--- src/sv/slab_pkg.sv ---
`timescale 1ns / 1ps
// ----------------------------------------------------------------------------
// slab_pkg
// Shared constants, command/status words and state codes of the slab
// object allocator.
// ----------------------------------------------------------------------------
package slab_pkg;

  localparam int SLAB_SLOTS  = 16;
  localparam int SLAB_W      = 4;
  localparam int SID_W       = 5;
  localparam int MAX_OBJECTS = 512;
  localparam int OBJ_W       = 9;
  localparam int IDX_W       = 10;
  localparam int PAGE_SHIFT  = 12;
  localparam int DIV_STEPS   = 12;
  localparam int CNT_W       = 4;

  localparam logic [SID_W-1:0] NIL_SLAB  = SID_W'(SLAB_SLOTS);
  localparam logic [IDX_W-1:0] CHAIN_END = IDX_W'(MAX_OBJECTS);

  typedef enum logic [1:0] {
    LIST_FREE,
    LIST_PARTIAL,
    LIST_FULL
  } list_t;

  typedef enum logic [1:0] {
    CFG_OBJECT_SIZE,
    CFG_OBJECTS_PER_SLAB,
    CFG_DATA_OFFSET,
    CFG_REGION_BASE
  } cfg_idx_t;

  typedef enum logic [3:0] {
    OP_NONE,
    OP_LOAD,
    OP_DECODE,
    OP_DIV,
    OP_SEL_HEAD,
    OP_REMOVE,
    OP_PUSH_HEAD,
    OP_GROW,
    OP_FILL,
    OP_READ,
    OP_MUL,
    OP_OUT_ALLOC,
    OP_OUT_ERR,
    OP_OUT_ZERO,
    OP_FREE_WR
  } dp_op_t;

  typedef enum logic [4:0] {
    ST_IDLE,
    ST_DISPATCH,
    ST_A_REMF,
    ST_A_PUSHP,
    ST_A_FILL,
    ST_A_LINK,
    ST_A_READ,
    ST_A_MUL,
    ST_A_OUT,
    ST_A_REMP,
    ST_A_PUSHF,
    ST_F_DIV,
    ST_F_CHK,
    ST_F_MV1,
    ST_F_MV2,
    ST_F_MV3,
    ST_F_MV4
  } ctrl_state_t;

  typedef struct packed {
    dp_op_t op;
    list_t  lst;
  } dp_cmd_t;

  typedef struct packed {
    logic kind;
    logic partial_empty;
    logic free_empty;
    logic slots_full;
    logic fill_last;
    logic div_last;
    logic free_ok;
    logic chain_full;
    logic was_full;
    logic now_empty;
  } dp_stat_t;

endpackage

--- src/sv/slab_ctrl.sv ---
`timescale 1ns / 1ps
// ----------------------------------------------------------------------------
// slab_ctrl
// Allocator sequencer: steps the datapath through one alloc or free
// request at a time.
// ----------------------------------------------------------------------------
module slab_ctrl
  import slab_pkg::*;
(
  input  logic     clk,
  input  logic     rst_n,
  input  logic     start,
  output logic     busy,
  input  dp_stat_t stat,
  output dp_cmd_t  cmd
);

  ctrl_state_t state_r, state_nxt;

  always_ff @(posedge clk) begin
    if (!rst_n) begin
      state_r <= ST_IDLE;
    end else begin
      state_r <= state_nxt;
    end
  end

  always_comb begin
    state_nxt = state_r;
    cmd.op    = OP_NONE;
    cmd.lst   = LIST_FREE;
    case (state_r)
      ST_IDLE: begin
        if (start) begin
          cmd.op    = OP_LOAD;
          state_nxt = ST_DISPATCH;
        end
      end
      ST_DISPATCH: begin
        if (stat.kind) begin
          cmd.op    = OP_DECODE;
          state_nxt = ST_F_DIV;
        end else if (!stat.partial_empty) begin
          cmd.op    = OP_SEL_HEAD;
          cmd.lst   = LIST_PARTIAL;
          state_nxt = ST_A_READ;
        end else if (!stat.free_empty) begin
          cmd.op    = OP_SEL_HEAD;
          cmd.lst   = LIST_FREE;
          state_nxt = ST_A_REMF;
        end else if (stat.slots_full) begin
          cmd.op    = OP_OUT_ERR;
          state_nxt = ST_IDLE;
        end else begin
          cmd.op    = OP_GROW;
          state_nxt = ST_A_FILL;
        end
      end
      ST_A_REMF: begin
        cmd.op    = OP_REMOVE;
        cmd.lst   = LIST_FREE;
        state_nxt = ST_A_PUSHP;
      end
      ST_A_PUSHP: begin
        cmd.op    = OP_PUSH_HEAD;
        cmd.lst   = LIST_PARTIAL;
        state_nxt = ST_A_READ;
      end
      ST_A_FILL: begin
        // link the new slab's chain, one entry a cycle
        cmd.op = OP_FILL;
        if (stat.fill_last) state_nxt = ST_A_LINK;
      end
      ST_A_LINK: begin
        cmd.op    = OP_PUSH_HEAD;
        cmd.lst   = LIST_PARTIAL;
        state_nxt = ST_A_READ;
      end
      ST_A_READ: begin
        cmd.op    = OP_READ;
        state_nxt = ST_A_MUL;
      end
      ST_A_MUL: begin
        cmd.op    = OP_MUL;
        state_nxt = ST_A_OUT;
      end
      ST_A_OUT: begin
        cmd.op    = OP_OUT_ALLOC;
        state_nxt = stat.chain_full ? ST_A_REMP : ST_IDLE;
      end
      ST_A_REMP: begin
        cmd.op    = OP_REMOVE;
        cmd.lst   = LIST_PARTIAL;
        state_nxt = ST_A_PUSHF;
      end
      ST_A_PUSHF: begin
        cmd.op    = OP_PUSH_HEAD;
        cmd.lst   = LIST_FULL;
        state_nxt = ST_IDLE;
      end
      ST_F_DIV: begin
        cmd.op = OP_DIV;
        if (stat.div_last) state_nxt = ST_F_CHK;
      end
      ST_F_CHK: begin
        if (stat.free_ok) begin
          cmd.op    = OP_FREE_WR;
          state_nxt = ST_F_MV1;
        end else begin
          cmd.op    = OP_OUT_ZERO;
          state_nxt = ST_IDLE;
        end
      end
      ST_F_MV1: begin
        if (stat.was_full) begin
          cmd.op    = OP_REMOVE;
          cmd.lst   = LIST_FULL;
          state_nxt = ST_F_MV2;
        end else if (stat.now_empty) begin
          cmd.op    = OP_REMOVE;
          cmd.lst   = LIST_PARTIAL;
          state_nxt = ST_F_MV4;
        end else begin
          state_nxt = ST_IDLE;
        end
      end
      ST_F_MV2: begin
        cmd.op    = OP_PUSH_HEAD;
        cmd.lst   = LIST_PARTIAL;
        state_nxt = stat.now_empty ? ST_F_MV3 : ST_IDLE;
      end
      ST_F_MV3: begin
        cmd.op    = OP_REMOVE;
        cmd.lst   = LIST_PARTIAL;
        state_nxt = ST_F_MV4;
      end
      ST_F_MV4: begin
        cmd.op    = OP_PUSH_HEAD;
        cmd.lst   = LIST_FREE;
        state_nxt = ST_IDLE;
      end
      default: state_nxt = ST_IDLE;
    endcase
  end

  assign busy = (state_r != ST_IDLE);

  a_accept_loads: assert property (@(posedge clk) disable iff (!rst_n)
    start && !busy |=> state_r == ST_DISPATCH)
    else $error("accepted request not dispatched");

  a_div_length: assert property (@(posedge clk) disable iff (!rst_n)
    state_r == ST_F_CHK |-> $past(state_r, DIV_STEPS) == ST_F_DIV)
    else $error("divide cut short");

  a_fill_to_link: assert property (@(posedge clk) disable iff (!rst_n)
    state_r == ST_A_FILL && stat.fill_last |=> state_r == ST_A_LINK)
    else $error("chain fill did not finish into link");

endmodule

--- config.mk ---
export PLATFORM = sky130hd
export DESIGN_NAME = slab_ctrl
export DESIGN_NICKNAME = d
export VERILOG_FILES = /design/src/sv/slab_pkg.sv /design/src/sv/slab_ctrl.sv
export SDC_FILE = /design/constraint.sdc
export NUM_CORES = 1
export LEC_CHECK = 0
export ABC_AREA = 1
export BUFFER_PORTS_ARGS = -buffer_cell sky130_fd_sc_hd__buf_2
export CAP_MARGIN = 20
export CORE_AREA = 2 2 39 41
export CTS_CLUSTER_DIAMETER = 30
export DETAILED_ROUTE_END_ITERATION = 10
export DIE_AREA = 0 0 41 43
export GPL_TIMING_DRIVEN = 0
export PLACE_DENSITY = 0.85
export SETUP_SLACK_MARGIN = 0.05
export SKIP_CTS_REPAIR_TIMING = 1
export SYNTH_ARGS = -nofsm -noshare
export SYNTH_HDL_FRONTEND = slang
export SYNTH_SLANG_ARGS = --single-unit
--- constraint.sdc ---
create_clock -name clk -period 2.2 [get_ports clk]
set_clock_uncertainty 0.05 [all_clocks]
set_input_delay 0.55 -clock clk [delete_from_list [all_inputs] [get_ports clk]]
set_output_delay 0.55 -clock clk [all_outputs]
set_load 0.05 [all_outputs]
==> results.toml <==
[finish]
final_cells = 162
top_regs = "state_r: 5 flops"
fillers = 126
area.growth.synth_to_final_pct = 58.1
finish.net_count = 160
finish.instance_area_um2 = 973
flip_flop_count_of_the_largest_register_after_layout = 5
antennaDiodeCount = 0
drive_gt1_frac = 0.452
regMostFlops = "state_r"

[timing]
smallest_hold_slack_ps = 467
share_of_the_clock_period_used_by_the_worst_path = 0.978
hold_viol_final = 0
tightest_slew_ps = 252
grt_setup_unrepaired = "yes"
slew_headroom = 0.831
fmaxAchievable_mhz = 465
total_of_endpoints_with_negative_setup_slack_in_the_final_report = 0
setup-tns-final_ps = 0
period_minus_slack_ps = 2150
timing.final.max_slew_violations = 0

[synth]
synth.mux.area_fraction = 0
synth_cell_types = 15
synth-simple-area-share = 0.520
cell_count_after_synthesis = 117
synth_xor_xnor_area_share = 0
synth_seq_area_share = 0.163
synth_compound_gate_area_share = 0.177
avgSynthCellArea_um2 = 5.26
combinational_family_with_the_most_area_after_synthesis = "simple AND/OR/NAND/NOR gates"
ys_ff_latch = 5
synthAdderAreaFrac = 0
ys.warnings.count = 0
synth_area_um2 = 616
total_nets_after_synthesis = 130

[grt]
gr-usage-all-layers = 0.247
grt-ovfl-total = 0
grt_first_pass_wirelength_um = 2990
antenna_found_initial = 0
grt_max_degree = 11
grt_pass1_vias = 757

[placed_design]
placedInstanceArea_um2 = 753
place.port_buffers = 19
gp_congestion = 0.867
dp.final_hpwl_um = 1510
placed_cells_incl_taps = 152

[power]
total_leakage_power_nw = 0.507
ir_drop_v = 0.000789
p_comb_frac = 0.782
swShare = 0.587
internal-power_mw = 0.643
power_per_cell_area_nw_per_um2 = 1600
report.power.total_mw = 1.56
p_clk_frac = 0.067
sequentialPowerShare = 0.150
switching_power_mw = 0.914

[clocking]
numClockSinks = 5
cts_max_path_buffers = 2
clk-insertion-delay-late_ps = 240
path_clk_slew_ps = 40
tritoncts = "built"
clockRootBuffer = "sky130_fd_sc_hd__clkbuf_4"
htree_num_levels = 1
numCtsBuffers = 3

[drt]
viasPerCell = 5.59
vias = 905
route.final.wire_length_um = 2240
detailroute.wirelength.met2_um = 1150
met3WireLength_um = 110
drt_pass1_iterations = 4
antenna_left = 0
drc = 0
uppermost_metal_layer_occupied_by_signal_nets = "met4"
wire_per_inst_um = 13.8
m1WireLength_um = 970
initialDrtViolationCount = 23

[setup_path]
crit_type = "reg -> out"
reg2reg_depth = 9
crit_slowest_cell = "sky130_fd_sc_hd__dfxtp_4"
critical_path_fanouts_max = 7
worst-endpoint-arrival_ps = 1550
timing.rr.end = "state_r[2]"
kind_of_end_point_of_the_critical_path = "output pin"
regToRegSetupSlack_ps = 800
cp-endpoint = "cmd[3]"
reg2reg_from = "state_r[2]"
crit_path_cell_trace = "inv_2, nand3_1, nor2_4, buf_4, o21ai_0, nand4_1, buf_6"
startpoint_type = "register"
critPathMaxStageDelay_ps = 360
critical_path_required_ps = 1600
crit_startpoint = "state_r[1]"

[die]
die_area_um2 = 1760
initial_utilization = 0.445
die_x_um = 41
core_region_area_um2 = 1380
placement_rows = 14
top_level_ports = 20
die-height_um = 43

[run_status]
outcome = "complete, no violations"

[hold_path]
worstHoldPathType = "in -> reg"

[job]
drv.max_cap_violation_count = 0
synthesized netlist by cell type, drive strengths merged:
library cell  instances  area (um^2)
inv                  22         82.6
nand2                22         82.6
nand3                20          100
nor2                 19         86.3
a21oi                 9         45.0
dfxtp                 5          100
o21ai                 5         25.0
nand4                 4         25.0
nor3                  4         20.0
o2111ai               2         17.5
o21bai                2         15.0
a31oi                 1         6.26
clkbuf                1         3.75
or2                   1         6.26
area by class of cell:
class	count	area (um^2)	share of cell area
Clock buffer	4	26.3	0.0270
Inverter	22	90.1	0.0925
Sequential cell	5	116	0.120
Timing Repair Buffer	25	169	0.174
Multi-Input combinational cell	89	544	0.559
Buffer	1	7.51	0.00771
Tap cell	16	20.0	0.0206
how the worst min path moves through the flow:
stage | endpoint | depth (start not counted) | start
floorplan | state_r[4] | 4 | state_r[1]
global placement | state_r[4] | 4 | state_r[1]
detailed placement | state_r[4] | 4 | state_r[1]
CTS | state_r[1] | 3 | rst_n
global route | state_r[1] | 3 | rst_n
finish | state_r[1] | 3 | rst_n
routing by layer:
metal / GRT usage / up-vias
met5: 0 / -
met4: 0.0400 / 0
met3: 0.0628 / 2
met2: 0.391 / 36
met1: 0.331 / 419
li1: - / 448
power groups by stage:
stage | combinational (mW) | clock, mW | sequential, mW
4_1_cts | 0.947 | 0.110 | 0.175
3_3_place_gp | 0.941 | 0 | 0.177
5_1_grt | 1.28 | 0.121 | 0.239
2_1_floorplan | 0.761 | 0 | 0.164
3_5_place_dp | 0.944 | 0 | 0.177
6_report | 1.22 | 0.105 | 0.234
cells in the final DEF, fill, tap and decap left out, types with 2 or more instances in the layout:
| master | n |
|---|---|
| sky130_fd_sc_hd__o2111ai_2 | 2 |
| sky130_fd_sc_hd__buf_4 | 6 |
| sky130_fd_sc_hd__inv_2 | 4 |
| sky130_fd_sc_hd__buf_2 | 15 |
| sky130_fd_sc_hd__clkbuf_4 | 4 |
| sky130_fd_sc_hd__dfxtp_4 | 4 |
| sky130_fd_sc_hd__nand2_2 | 7 |
| sky130_fd_sc_hd__nand3_2 | 3 |
| sky130_fd_sc_hd__nor2_1 | 11 |
| sky130_fd_sc_hd__nand3_1 | 15 |
| sky130_fd_sc_hd__nand4_1 | 4 |
| sky130_fd_sc_hd__nor3_1 | 3 |
| sky130_fd_sc_hd__o21ai_0 | 3 |
| sky130_fd_sc_hd__nand3_4 | 2 |
| sky130_fd_sc_hd__nor2_4 | 5 |
| sky130_fd_sc_hd__o21bai_1 | 2 |
| sky130_fd_sc_hd__a21oi_1 | 8 |
| sky130_fd_sc_hd__buf_6 | 3 |
| sky130_fd_sc_hd__nor2_2 | 3 |
| sky130_fd_sc_hd__nand2_1 | 15 |
| sky130_fd_sc_hd__inv_1 | 16 |
worst max-delay path: cells and delay by family (launching register included):
family                 cells  cell delay [ps]
flip-flops                 1              360
AND/OR/NAND/NOR            3              480
AO/OA/AOI/OAI              1               80
buffers and inverters      3              390
cell families (layout without fill, tap and decap cells):
| group | after synthesis | after routing |
|---|---|---|
| flops | 5 | 5 |
| buf+inv | 23 | 52 |
| compound gates | 19 | 19 |
| simple gates | 70 | 70 |
stage by stage:
stage / util / worst slack [ps]
6_report: 0.703 / 48.2
5_1_grt: 0.703 / -58.0
4_1_cts: 0.563 / -258
3_5_place_dp: 0.544 / 18.6
3_3_place_gp: 0.544 / 25.7
2_1_floorplan: - / 143
Power figures use the tool's default switching activity.
